### src/hw/rtl/ips_pkg.sv
// ips_pkg: shared types and constants for the IRC parameter splitter.
// Used by ips_front, ips_queue, ips_back and irc_parameter_splitter.
package ips_pkg;

  localparam int MaxParamsDefault = 16;
  localparam int QueueDepth       = 4;
  localparam int QueuePtrW        = $clog2(QueueDepth);

  localparam logic [7:0] ChColon = 8'h3A;
  localparam logic [7:0] ChSpace = 8'h20;

  typedef enum logic [2:0] {
    ROLE_SEP         = 3'd0,
    ROLE_TOK_FIRST   = 3'd1,
    ROLE_TOK         = 3'd2,
    ROLE_TRAIL_FIRST = 3'd3,
    ROLE_TRAIL       = 3'd4,
    ROLE_DROP        = 3'd5,
    ROLE_NONE        = 3'd6
  } role_t;

  // One queue entry: up to two bytes to label, produced by one input transaction.
  typedef struct packed {
    logic       a_valid;
    logic [7:0] a_byte;
    logic       a_next_colon;
    logic       b_valid;
    logic [7:0] b_byte;
    logic       eom;
  } ips_entry_t;

  // Per-message tokenizer state.
  typedef struct packed {
    logic       prev_space;
    logic       at_start;
    logic       in_trailing;
    logic       limit;
    logic       trailing_seen;
    logic [8:0] tokens;
  } tok_state_t;

  localparam tok_state_t TokStateClear = '{
    prev_space:    1'b0,
    at_start:      1'b1,
    in_trailing:   1'b0,
    limit:         1'b0,
    trailing_seen: 1'b0,
    tokens:        9'd1
  };

endpackage

### src/hw/rtl/ips_front.sv
// ips_front: accepts input transactions, holds one byte back, builds queue entries.
// Depends on ips_pkg.
module ips_front
  import ips_pkg::*;
(
  input  logic       clk,
  input  logic       rst,
  input  logic       item_valid,
  output logic       item_stall,
  input  logic [7:0] data_byte,
  input  logic       has_byte,
  input  logic       end_of_message,
  input  logic       q_full,
  output logic       q_push,
  output ips_entry_t q_entry
);

  logic       held_valid;
  logic [7:0] held_byte;
  logic       accept;

  assign item_stall = q_full;
  assign accept     = item_valid && !item_stall;
  assign q_push     = accept && (end_of_message || (has_byte && held_valid));

  always_comb begin
    q_entry.a_valid      = held_valid;
    q_entry.a_byte       = held_byte;
    q_entry.a_next_colon = has_byte && (data_byte == ChColon);
    q_entry.b_valid      = end_of_message && has_byte;
    q_entry.b_byte       = data_byte;
    q_entry.eom          = end_of_message;
  end

  always_ff @(posedge clk) begin
    if (rst) begin
      held_valid <= 1'b0;
    end else if (accept) begin
      if (end_of_message) begin
        held_valid <= 1'b0;
      end else if (has_byte) begin
        held_valid <= 1'b1;
      end
    end
  end

  always_ff @(posedge clk) begin
    if (accept && has_byte && !end_of_message) begin
      held_byte <= data_byte;
    end
  end

endmodule

### src/hw/rtl/ips_queue.sv
// ips_queue: short FIFO of label entries between front and back.
// Depends on ips_pkg.
module ips_queue
  import ips_pkg::*;
(
  input  logic       clk,
  input  logic       rst,
  input  logic       push,
  input  ips_entry_t push_entry,
  input  logic       pop,
  output logic       full,
  output logic       empty,
  output ips_entry_t head
);

  ips_entry_t             slots [QueueDepth];
  logic [QueuePtrW-1:0]   wr_ptr;
  logic [QueuePtrW-1:0]   rd_ptr;
  logic [QueuePtrW:0]     count;

  assign full  = (count == (QueuePtrW+1)'(QueueDepth));
  assign empty = (count == '0);
  assign head  = slots[rd_ptr];

  always_ff @(posedge clk) begin
    if (push) begin
      slots[wr_ptr] <= push_entry;
    end
  end

  always_ff @(posedge clk) begin
    if (rst) begin
      wr_ptr <= '0;
      rd_ptr <= '0;
      count  <= '0;
    end else begin
      if (push) begin
        wr_ptr <= wr_ptr + 1'b1;
      end
      if (pop) begin
        rd_ptr <= rd_ptr + 1'b1;
      end
      if (push && !pop) begin
        count <= count + 1'b1;
      end else if (pop && !push) begin
        count <= count - 1'b1;
      end
    end
  end

endmodule

### src/hw/rtl/ips_back.sv
// ips_back: labels queued bytes one per cycle unless stalled and drives the
// result register. Depends on ips_pkg.
module ips_back
  import ips_pkg::*;
#(
  parameter int MAX_PARAMS = MaxParamsDefault
) (
  input  logic       clk,
  input  logic       rst,
  input  logic       q_empty,
  input  ips_entry_t q_head,
  output logic       q_pop,
  output logic       result_valid,
  input  logic       result_stall,
  output logic [7:0] out_byte,
  output logic [2:0] role,
  output logic [7:0] token_index,
  output logic       message_done,
  output logic [8:0] param_count
);

  localparam logic [8:0] MaxTok = 9'(MAX_PARAMS);

  tok_state_t st;
  tok_state_t st_next;
  tok_state_t lab;
  logic       phase;
  logic       advance;
  logic       sel_b;
  logic       no_byte;
  logic       done;
  logic [7:0] cur_byte;
  logic       cur_next_colon;
  role_t      cur_role;

  assign advance = !q_empty && (!result_valid || !result_stall);
  assign sel_b   = phase || !q_head.a_valid;
  assign no_byte = sel_b && !q_head.b_valid;
  assign done    = q_head.eom && (sel_b || !q_head.b_valid);
  assign q_pop   = advance && (sel_b || !(q_head.eom && q_head.b_valid));

  assign cur_byte       = no_byte ? 8'd0 : (sel_b ? q_head.b_byte : q_head.a_byte);
  assign cur_next_colon = sel_b ? 1'b0 : q_head.a_next_colon;

  // Labeling rules for one byte.
  always_comb begin
    lab      = st;
    cur_role = ROLE_NONE;
    if (!no_byte) begin
      if (st.in_trailing) begin
        if (st.limit) begin
          cur_role = ROLE_DROP;
        end else if (!st.trailing_seen) begin
          cur_role          = ROLE_TRAIL_FIRST;
          lab.trailing_seen = 1'b1;
        end else begin
          cur_role = ROLE_TRAIL;
        end
      end else if (cur_byte == ChColon && st.prev_space && !st.at_start) begin
        lab.in_trailing = 1'b1;
        cur_role        = ROLE_SEP;
        if (!st.limit && st.tokens < MaxTok) begin
          lab.tokens = st.tokens + 9'd1;
        end
      end else if (cur_byte == ChSpace) begin
        cur_role = (st.limit && !cur_next_colon) ? ROLE_TOK : ROLE_SEP;
      end else if (st.limit) begin
        cur_role = ROLE_TOK;
      end else if (st.prev_space) begin
        if (st.tokens < MaxTok) begin
          lab.tokens = st.tokens + 9'd1;
        end
        cur_role = ROLE_TOK_FIRST;
        if (lab.tokens >= MaxTok) begin
          lab.limit = 1'b1;
        end
      end else if (st.at_start) begin
        cur_role = ROLE_TOK_FIRST;
      end else begin
        cur_role = ROLE_TOK;
      end
      lab.prev_space = (cur_byte == ChSpace);
      lab.at_start   = 1'b0;
    end
  end

  assign st_next = done ? TokStateClear : lab;

  always_ff @(posedge clk) begin
    if (rst) begin
      st           <= TokStateClear;
      phase        <= 1'b0;
      result_valid <= 1'b0;
    end else if (advance) begin
      st           <= st_next;
      phase        <= !q_pop;
      result_valid <= 1'b1;
    end else if (!result_stall) begin
      result_valid <= 1'b0;
    end
  end

  always_ff @(posedge clk) begin
    if (advance) begin
      out_byte     <= cur_byte;
      role         <= cur_role;
      token_index  <= 8'(lab.tokens - 9'd1);
      message_done <= done;
      param_count  <= done ? lab.tokens : 9'd0;
    end
  end

endmodule

### src/hw/rtl/irc_parameter_splitter.sv
// irc_parameter_splitter: top level of the IRC message parameter tokenizer.
// Depends on ips_pkg, ips_front, ips_queue, ips_back.
//
// Usage:
//  - Input channel (item_valid / item_stall): one message byte per transaction,
//    has_byte marks a real byte, end_of_message marks the final transaction.
//    An empty end marker (has_byte 0) closes a message.
//  - Result channel (result_valid / result_stall): one labeled byte per
//    transaction, with its role, token index, and on the last result of a
//    message message_done and param_count.
//  - A byte is labeled once the next byte arrives (space-colon lookahead), so
//    a byte is queued once the following input transaction is accepted, then
//    reaches the result register. End of message releases the held byte too.
//  - Throughput unless stalled: one input transaction per clock; the labeling
//    unit emits one result per clock; an end of message carrying a byte while
//    another is held yields two; the 4-entry front-to-back queue absorbs them.
//  - item_stall rises only when that queue is full, i.e. when result_stall has
//    held the output register long enough to back the queue up.
//  - Reset (rst, synchronous) empties the queue and the output register and
//    returns the tokenizer to message start with one token counted.
module irc_parameter_splitter
  import ips_pkg::*;
#(
  parameter int MAX_PARAMS = MaxParamsDefault
) (
  input  logic       clk,
  input  logic       rst,
  input  logic       item_valid,
  output logic       item_stall,
  input  logic [7:0] data_byte,
  input  logic       has_byte,
  input  logic       end_of_message,
  output logic       result_valid,
  input  logic       result_stall,
  output logic [7:0] out_byte,
  output logic [2:0] role,
  output logic [7:0] token_index,
  output logic       message_done,
  output logic [8:0] param_count
);

  // Front to queue
  logic       q_push;
  ips_entry_t q_push_entry;
  logic       q_full;

  // Queue to back
  logic       q_pop;
  logic       q_empty;
  ips_entry_t q_head;

  // Front: handshake, byte hold-back, entry build
  ips_front u_front (
    .clk            (clk),
    .rst            (rst),
    .item_valid     (item_valid),
    .item_stall     (item_stall),
    .data_byte      (data_byte),
    .has_byte       (has_byte),
    .end_of_message (end_of_message),
    .q_full         (q_full),
    .q_push         (q_push),
    .q_entry        (q_push_entry)
  );

  // Decoupling queue
  ips_queue u_queue (
    .clk        (clk),
    .rst        (rst),
    .push       (q_push),
    .push_entry (q_push_entry),
    .pop        (q_pop),
    .full       (q_full),
    .empty      (q_empty),
    .head       (q_head)
  );

  // Back: tokenizer state and result register
  ips_back #(
    .MAX_PARAMS (MAX_PARAMS)
  ) u_back (
    .clk          (clk),
    .rst          (rst),
    .q_empty      (q_empty),
    .q_head       (q_head),
    .q_pop        (q_pop),
    .result_valid (result_valid),
    .result_stall (result_stall),
    .out_byte     (out_byte),
    .role         (role),
    .token_index  (token_index),
    .message_done (message_done),
    .param_count  (param_count)
  );

  // Final result of a message carries a count within the limit
  a_count_on_done: assert property (@(posedge clk) disable iff (rst)
    result_valid && message_done |-> param_count != 9'd0 && param_count <= 9'(MAX_PARAMS))
    else $error("param_count out of range on message end");

  // Count is zero on every other result
  a_count_zero: assert property (@(posedge clk) disable iff (rst)
    result_valid && !message_done |-> param_count == 9'd0)
    else $error("param_count set before message end");

  // Token index stays below the limit
  a_index_range: assert property (@(posedge clk) disable iff (rst)
    result_valid |-> 9'(token_index) < 9'(MAX_PARAMS))
    else $error("token_index beyond limit");

  // Queue never pushed while full, never popped while empty
  a_queue_safe: assert property (@(posedge clk) disable iff (rst)
    !(q_push && q_full) && !(q_pop && q_empty))
    else $error("queue overflow or underflow");

endmodule
### config.mk
export PLATFORM = sky130hd
export DESIGN_NAME = irc_parameter_splitter
export DESIGN_NICKNAME = d
export VERILOG_FILES = /design/src/hw/rtl/ips_pkg.sv /design/src/hw/rtl/ips_front.sv /design/src/hw/rtl/ips_queue.sv /design/src/hw/rtl/ips_back.sv /design/src/hw/rtl/irc_parameter_splitter.sv
export SDC_FILE = /design/constraint.sdc
export NUM_CORES = 1
export LEC_CHECK = 0
export ABC_CLOCK_PERIOD_IN_PS = 3100
export BUFFER_PORTS_ARGS = -buffer_cell sky130_fd_sc_hd__buf_2
export CAP_MARGIN = 30
export CORE_MARGIN = 3
export CORE_UTILIZATION = 53
export CTS_CLUSTER_SIZE = 8
export DETAILED_ROUTE_END_ITERATION = 8
export PLACE_DENSITY = 0.77
export REMOVE_ABC_BUFFERS = 1
export SYNTH_ARGS = -nofsm -noshare
export SYNTH_HDL_FRONTEND = slang
export SYNTH_SLANG_ARGS = --single-unit
### constraint.sdc
create_clock -name clk -period 3.1 [get_ports clk]
set_input_delay 0.155 -clock clk [delete_from_list [all_inputs] [get_ports clk]]
set_output_delay 0.155 -clock clk [all_outputs]
set_load 0.05 [all_outputs]
* After elaboration in Yosys (flattened, before gate mapping)
Memory sizes are Yosys's and may differ from the RTL's. A register that Yosys moved wholly into a read port is not among the register bits.
Index checks and enable logic that the tools add are counted.
** Word-level totals
- Bits in latches :: 0
- Logic and storage cells :: 127
- Register bits :: 61
- Memory bits (read-only) :: 0
- Output and inout port bits :: 31
- RAM bits :: 80
- Input bits :: 14
- Memories kept :: 1
** Memories
- u_queue.slots :: words 4, bits a word 20, read ports 1, clocked after memory_dff 1, wr ports 1, line ips_queue.sv:16 : ips_entry_t slots [QueueDepth];
** Operators by class
- Multipliers :: 0
- Reductions and logical operators :: 44
- Magnitude comparators :: 2
- Shift operators :: 0
- Div/mod/pow operators :: 0
- Multiplexer cells :: 46
- $add $sub $neg :: 6
- Eq/ne operators :: 10
- Bitwise logic cells :: 0
** Operators by type and width (number)
- $mux W9 :: 13
- $mux W14 :: 2
- $mux W3 :: 9
- $eq A8 B6 Y1 const B :: 3
- $logic_and A1 B1 Y1 :: 18
- $mux W8 :: 2
- $mux W1 :: 15
- $logic_not A1 Y1 :: 13
- $mux W2 :: 5
- $add A9 B1 Y9 const B :: 1
- $ge A9 B5 Y1 const B :: 1
- $lt A9 B5 Y1 const B :: 1
- $sub A8 B1 Y8 const B :: 1
- $ne A2 B1 Y1 const B :: 3
- $ne A2 B2 Y1 const B :: 3
- $reduce_bool A2 Y1 :: 3
- $logic_or A1 B1 Y1 :: 5
- $reduce_and A5 Y1 :: 1
- $add A2 B1 Y2 const B :: 2
- $reduce_and A2 Y1 :: 2
- $reduce_and A4 Y1 :: 1
- $add A3 B1 Y3 const B :: 1
- $eq A3 B3 Y1 const B :: 1
- $logic_not A3 Y1 :: 1
- $sub A3 B1 Y3 const B :: 1

* Longest topological paths before layout
Gate-level depths: netlist of the first run.
- Depth after elaboration :: 19
- Mapped depth :: 13
- Mapped depth without buffers :: 10

* Cells and area by module
Synthesis of the first run repeated with hierarchy kept, for this count alone.
** Second synthesis, totals
- Cell total of the unflattened synthesis :: 383
- Area total of the unflattened synthesis :: 5970.7 sq um
** Modules (own cells, without submodules)
- ips_queue :: area each 3314.4 sq um, sequential area each 2582.5 sq um, instances 1, cells an instance 148
- ips_back :: area each 2209.6 sq um, sequential area each 1191.1 sq um, instances 1, cells an instance 204
- ips_front :: area each 446.7 sq um, sequential area each 260.2 sq um, instances 1, cells an instance 31

* Least setup slack after synthesis of the first run
OpenSTA, ideal clock, no wires.
- Path kind :: reg2reg
- Start :: register u_queue.count[0]
- End :: register u_queue.count[2]
- Path slack :: -42 ps
- Clock period less this slack :: 3142 ps
- Buffers on the path :: 1
- Arrival time :: 3072 ps
- Stages on the path, launching flop included :: 11
- Setup time :: 71 ps
- Path through :: dfxtp_1 -> nor3b_1 -> nor2b_1 -> nor2b_1 -> clkbuf_1 -> ha_1 -> inv_1 -> fa_1 -> xor2_1 -> or3_1 -> a21oi_1
** Between the ends
- Word-level cells in the longest chain between the ends :: 7
** RTL lines
- start: declaration :: line ips_queue.sv:19 : logic [QueuePtrW:0] count;
- start signal: assignment :: line ips_queue.sv:44 : count <= count + 1'b1;
- start signal: assignment :: line ips_queue.sv:46 : count <= count - 1'b1;
- $eq A3 B3 Y1 (*) :: line ips_queue.sv:21 : assign full = (count == (QueuePtrW+1)'(QueueDepth));
- net item_stall :: line irc_parameter_splitter.sv:29 : output logic item_stall,
- $logic_not A1 Y1 (*) :: line ips_front.sv:23 : assign accept = item_valid && !item_stall;
- $logic_and A1 B1 Y1 (*) :: line ips_front.sv:23
- $logic_and A1 B1 Y1 (*) :: line ips_front.sv:24 : assign q_push = accept && (end_of_message || (has_byte && held_valid));
- net q_push :: line irc_parameter_splitter.sv:43 : logic q_push;
- $logic_not A1 Y1 :: line ips_queue.sv:45 : end else if (pop && !push) begin
- $logic_and A1 B1 Y1 :: line ips_queue.sv:45
- $reduce_bool A2 Y1 (no line)
The timed path passes the listed nets; every way through them passes the cells marked *. The select of a mux whose other input is x is not followed.
A chain may end at the register's enable or synchronous reset.

==> impl_metrics.csv, run 1 <==
group,metric,value,unit
routing,drc,0,
cells_and_area,syn2layout_area_growth,24.3,%
clock_tree,cts-buffers-inserted,17,
synthesis,yosysSeqAreaShare,0.699,
worst_setup_path,critical_path_class,"reg -> reg",
floorplanning,num_io_pins,45,
sta,fin_crit,3030,ps
worst_setup_path,cp_slowest_cell,"mux4_2",
worst_setup_path,slowest_delay,550,ps
power,report.power.total,7.20,mW
worst_setup_path,startpoint_type,"register",
grt,gr-usage-all-layers,0.205,
placement,port_buffers,44,
floorplanning,die_h,110,µm
grt,grt_start_max_net_pins,32,
hold_path,hold_class,"in -> reg",
worst_setup_path,critPathTopFamily,"multiplexers",
sta,setup_viol,0,
sta,slew_headroom,0.405,
clock_tree,cts_buffer_depth,2,
synthesis,synth.area.top_cells,"edfxtp_1 61%, dfxtp_1 9.0%, mux4_2 7.4%, nor2_1 1.6%, ha_1 1.5%",
sta,min_period_over_period,0.978,
floorplanning,die_x,110,µm
synthesis,synth_cells,362,
clock_tree,cts-htree-levels,4,
routing,via_count,3424,
routing,dr.pass1.iters,5,
power,p_leak,2.62,nW
placement,place_area,6290,µm²
synthesis,synthTopCellsByCount,"117 x edfxtp_1, 26 x dfxtp_1, 25 x nor2_1",
worst_setup_path,end_kind,"register",
clock_tree,clock-sinks,143,
worst_setup_path,path_common_cell,"buf_12",
cells_and_area,layout-drive-gt1-share,0.316,
power,ir_drop,622,µV
grt,antenna_found_initial,0,
routing,wire_per_inst,19.2,µm
routing,antenna_left,0,
worst_setup_path,arrival,3300,ps
cells_and_area,nFillCells,668,
sta,report.final.slew_viol_count,0,
floorplanning,start_util,0.552,
sta,finalHoldViolCount,0,
grt,grt_pass1_wl,17900,µm
outcome,status,"finished clean",
sta,fin_hold_ws,47.8,ps
placement,routabilityCongestion,0.849,
sta,worstMarginPinSlew,890,ps
synthesis,syn_area,5770,µm²
clock_tree,clk_latency,520,ps
worst_setup_path,cp_max_fo,13,
synthesis,yosys_warnings,0,
routing,drt_iter0_drc,240,
synthesis,synth-async-reset-ratio,0,
routing,finalWirelength,11600,µm
synthesis,netlist.area_leader.share,0.609,
floorplanning,coreArea,10500,µm²
power,powerDensity,1000,nW/µm²
worst_setup_path,crit_chain,"buf_12, buf_12, mux4_2, nor3_1, o2111ai_2, o21ai_4, buf_4, xor2_2, ha_2, nand3_1, xor2_1",
routing,vias_per_cell,5.66,
sta,setup_tns,0,ps
synthesis,postSynthAreaPerCell,15.9,µm²
synthesis,ys.flop_type,"edfxtp_1",
clock_tree,clk_pin_slew_worst_paths,60,ps
synthesis,synth_seq_cells,143,
grt,grt-ovfl-total,0,
worst_setup_path,cp.required,3360,ps
run,maxCapViolCount,0,
clock_tree,cts_tree,"built",
clock_tree,cts_root_buf,"clkbuf_8",
cells_and_area,fin_nets,478,
worst_setup_path,path_buf_inv,3,
floorplanning,dieArea,12200,µm²
floorplanning,rows,37,
cells_and_area,stdcell_area,7170,µm²
grt,grt_pass1_vias,3303,
placement,dp_hpwl,7030,µm
cells_and_area,antenna_cells,0,
synthesis,yosysMostFrequentCell,"edfxtp_1",
synthesis,synth.distinct_cells,49,
synthesis,synth-edff-count,117,
synthesis,yosysTopAreaCell,"edfxtp_1",
sta,clock.fmax,330,MHz
sta,clock_skew,8.31,ps
[worst register-to-register path, cell delays in order (launching register included)]
cell	delay (ps)
dfxtp_2	380
buf_12	170
buf_12	110
mux4_2	550
nor3_1	240
o2111ai_2	250
o21ai_4	270
buf_4	150
xor2_2	180
ha_2	230
nand3_1	90
xor2_1	160
[layout make-up]
type	instances	area, µm²	share of cell area
clock buffers	19	422	0.0588
clock inverters	13	213	0.0297
inverters	13	48.8	0.00680
multi-input cells	195	1660	0.231
flip-flops and latches	143	4040	0.563
well taps	136	170	0.0237
repair buffers	86	622	0.0867
[metrics by stage]
step | std cells | utilization | setup slack (ps)
6_report | 605 | 0.686 | 68.4
4_1_cts | 596 | 0.673 | 16.5
3_3_place_gp | 552 | 0.601 | 150
5_1_grt | 605 | 0.686 | -36.5
2_1_floorplan | 351 | - | -610
3_5_place_dp | 552 | 0.601 | 42.5
[final timing paths]
check                 from                     to  slack, ps  depth (start not counted)
max               register  u_back.token_index[4]         70                         11
min               has_byte     u_front.held_valid         50                          3
max reg2reg       register  u_back.token_index[4]         70                         11
min reg2reg  u_back.st[12]          u_back.st[12]        460                          2
[cells by family after synthesis]
| group | share of synthesized area |
|---|---|
| flip-flops | 0.699 |
| XOR/XNOR | 0.0238 |
| adder cells (fa/ha/maj) | 0.0186 |
| AND/OR/NAND/NOR | 0.0917 |
| buffers and inverters | 0.0186 |
| AO/OA/AOI/OAI | 0.0540 |
| multiplexers | 0.0945 |
[flip-flops by register name, indices dropped and copies added, names as in the netlist, 2 cells and up, named ones only]
| register | flops |
|---|---|
| u_back.token_index | 8 |
| u_front.held_byte | 8 |
| u_back.st | 14 |
| u_back.param_count | 9 |
| u_queue.wr_ptr | 2 |
| u_queue.rd_ptr | 2 |
| u_back.out_byte | 8 |
| u_queue.count | 3 |
| u_back.role | 3 |
| u_queue.slots | 80 |
[layout by cell type (no fill, tap or decap), types with 5 or more instances in the layout]
cell	count
a21oi_1	11
a22oi_1	5
and2_1	12
and3_1	6
buf_2	44
buf_4	26
bufinv_16	5
clkbuf_16	17
dfxtp_1	24
dlygate4sd3_1	11
edfxtp_1	117
ha_1	6
inv_1	13
mux2i_2	5
mux4_2	19
nand2_1	18
nand2b_1	6
nand3_1	5
nor2_1	25
nor2b_1	5
nor3_1	5
o21ai_0	8
xnor2_1	6
xor2_1	6
[repair_timing]
| item | CTS | global route |
|---|---|---|
| gates resized for setup | 0 | 11 |
| pin swaps | 1 | 2 |
| setup endpoints to repair | 1 | 6 |
| hold endpoints to repair | 48 | 0 |
| hold buffers | 11 | 0 |
| gates cloned | 0 | 1 |
| buffers inserted | 1 | 8 |
[layer usage]
layer,vias to the layer above,track usage,wire length [µm],part of all wire
li1,1565,-,-,-
met1,1688,0.264,4670,0.40
met2,153,0.337,5850,0.50
met3,18,0.0641,877,0.075
met4,0,0.0598,220,0.019
met5,-,0,0,0
[power breakdown]
| part | internal [mW] | leakage [nW] | switching [mW] | total, mW |
|---|---|---|---|---|
| registers | 2.48 | 1.30 | 0.116 | 2.60 |
| logic | 0.813 | 1.02 | 1.64 | 2.45 |
| clock network | 1.39 | 0.299 | 0.758 | 2.15 |
| total | 4.69 | 2.62 | 2.51 | 7.20 |
(Power assumes the default switching activity.)
==> run 2: changes to the inputs <==
--- a/config.mk
+++ b/config.mk
@@ -9,10 +9,10 @@
 export BUFFER_PORTS_ARGS = -buffer_cell sky130_fd_sc_hd__buf_2
 export CAP_MARGIN = 30
 export CORE_MARGIN = 3
-export CORE_UTILIZATION = 53
+export CORE_UTILIZATION = 25
 export CTS_CLUSTER_SIZE = 8
 export DETAILED_ROUTE_END_ITERATION = 8
-export PLACE_DENSITY = 0.77
+export PLACE_DENSITY = 0.43
 export REMOVE_ABC_BUFFERS = 1
 export SYNTH_ARGS = -nofsm -noshare
 export SYNTH_HDL_FRONTEND = slang
==> run 2 against run 1 <==
Net effect: worst setup slack gained 100 ps; combinational power about the same; largest cell class unchanged; routed wire length grew 2.4%; die area grew 100%; critical endpoint is now u_back.token_index[7]; critical path type unchanged; register-to-register slack better by 100 ps; clock skew up 1.8 ps; total power fell by 3.1%; global-route usage down 10 points; critical path depth shrank 1.
==> impl_metrics.csv, run 2 (same netlist as run 1, synthesis figures left out) <==
group,metric,value,unit
outcome,status,"finished clean",
grt,grt-ovfl-total,0,
floorplanning,die_h,158,µm
sta,setup_viol,0,
floorplanning,rows,54,
cells_and_area,top_register,"u_queue.slots",
floorplanning,start_util,0.260,
clock_tree,cts_tree,"built",
clock_tree,clock-sinks,143,
cells_and_area,largest_register_ffs,80,
floorplanning,num_io_pins,45,
floorplanning,coreArea,22200,µm²
sta,min_period_over_period,0.945,
sta,slew_headroom,0.540,
sta,fin_crit,2930,ps
routing,via_count,3249,
run,maxCapViolCount,0,
worst_setup_path,critical_path_class,"reg -> reg",
cells_and_area,reg_top3,"u_queue.slots (80), u_back.st (14), u_back.param_count (9)",
routing,antenna_left,0,
sta,clock_skew,10.1,ps
routing,drc,0,
worst_setup_path,slowest_delay,540,ps
worst_setup_path,cp.required,3260,ps
grt,gr-usage-all-layers,0.101,
floorplanning,die_x,158,µm
cells_and_area,syn2layout_area_growth,25.3,%
cells_and_area,final_common_cell,"edfxtp_1",
cells_and_area,fin_nets,476,
sta,finalHoldViolCount,0,
sta,worstMarginPinSlew,691,ps
power,powerDensity,964,nW/µm²
routing,finalWirelength,11900,µm
placement,port_buffers,44,
grt,grt_pass1_wl,18900,µm
power,ir_drop,336,µV
cells_and_area,final_cell_mix,"117 x edfxtp_1, 44 x buf_2, 30 x buf_4",
placement,routabilityCongestion,0.738,
worst_setup_path,path_buf_inv,2,
sta,fin_ws,171,ps
placement,place_area,6520,µm²
routing,dr.pass1.iters,4,
worst_setup_path,path_common_cell,"buf_4",
routing,vias_per_cell,4.35,
clock_tree,cts_root_buf,"clkbuf_16",
power,p_leak,2.57,nW
cells_and_area,nFillCells,2133,
routing,drt_iter0_drc,174,
worst_setup_path,startpoint_type,"register",
cells_and_area,layout-drive-gt1-share,0.317,
hold_path,hold_class,"in -> reg",
worst_setup_path,end_kind,"register",
clock_tree,clk_pin_slew_worst_paths,60,ps
worst_setup_path,cp_slowest_cell,"mux4_2",
grt,grt_start_max_net_pins,34,
worst_setup_path,cp_max_fo,8,
worst_setup_path,crit_chain,"mux4_2, buf_4, and2_1, mux2i_1, nand4_2, buf_4, o2111ai_4, mux2i_2, nand4b_1, xnor2_1",
clock_tree,cts-htree-levels,4,
cells_and_area,stdcell_area,7240,µm²
clock_tree,cts-buffers-inserted,17,
grt,grt_pass1_vias,3435,
sta,clock.fmax,341,MHz
grt,antenna_found_initial,0,
placement,dp_slack,-79.6,ps
floorplanning,dieArea,25000,µm²
cells_and_area,antenna_cells,0,
worst_setup_path,arrival,3090,ps
clock_tree,clk_latency,410,ps
sta,report.final.slew_viol_count,0,
clock_tree,cts_buffer_depth,2,
worst_setup_path,critPathTopFamily,"multiplexers",
routing,wire_per_inst,15.9,µm
sta,rsz0062_at_grt,"false",
placement,dp_hpwl,8040,µm
## run 2: cell count changes in the layout (fill, tap and decap cells not counted), moves of 3 or more
cell,change
inv_6,+6
bufinv_16,-4
dlygate4sd3_1,-4
a22oi_2,+3
buf_4,+4
mux2i_2,-3
a22oi_1,-3
mux2i_1,+3
clkinv_4,-3
## run 2: metal layers
metal  global-route usage  vias up  part of all wire  wire length [µm]
met5                    0        -                 0                 0
met4               0.0414        0             0.010               122
met3               0.0273        8             0.046               545
met2                0.167       74              0.50              5970
met1                0.125     1604              0.44              5260
li1                     -     1563                 -                 -
## run 2: where the power goes
group          leakage, nW  internal (mW)  total, mW  switching, mW
Clock                0.270           1.12       1.92          0.802
Sequential            1.30           2.48       2.60          0.115
Combinational        0.999          0.805       2.45           1.65
## run 2: path summary, 6_finish.rpt
check             slack [ps]          start                     to  cells after the start
setup reg to reg         170       register  u_back.token_index[7]                     10
hold reg to reg          470  u_back.st[12]          u_back.st[12]                      2
setup / recovery         170       register  u_back.token_index[7]                     10
hold / removal            30   data_byte[0]   u_front.held_byte[0]                      1
## run 2: final cells by class
type                       count  area, µm²  area share
clock buffer                  19        433      0.0598
clock inverter                13        126      0.0175
inverter                      13       48.8     0.00674
multi-input combinational    195       1680       0.232
sequential                   143       4040       0.558
tap                          280        350      0.0484
timing repair buffer          84        567      0.0783
## run 2: through the flow
step	hold slack (ps)	power (mW)	utilization	TNS (ps)	instances
2_1_floorplan	224	4.26	-	-4780	351
3_5_place_dp	413	5.04	0.293	-182	703
3_3_place_gp	401	5.04	0.293	-2.69	703
4_1_cts	4.94	7.02	0.323	0	743
5_1_grt	11.2	7.36	0.326	0	747
6_report	26.9	6.97	0.326	0	747
## run 2: repair_timing
action / in CTS / in global routing
resized for setup: 3 / 7
pin swaps: 1 / 2
setup buffers: 1 / 4
hold endpoints to repair: 31 / 0
hold buffers: 7 / 0
endpoints found under the setup margin: 4 / 8
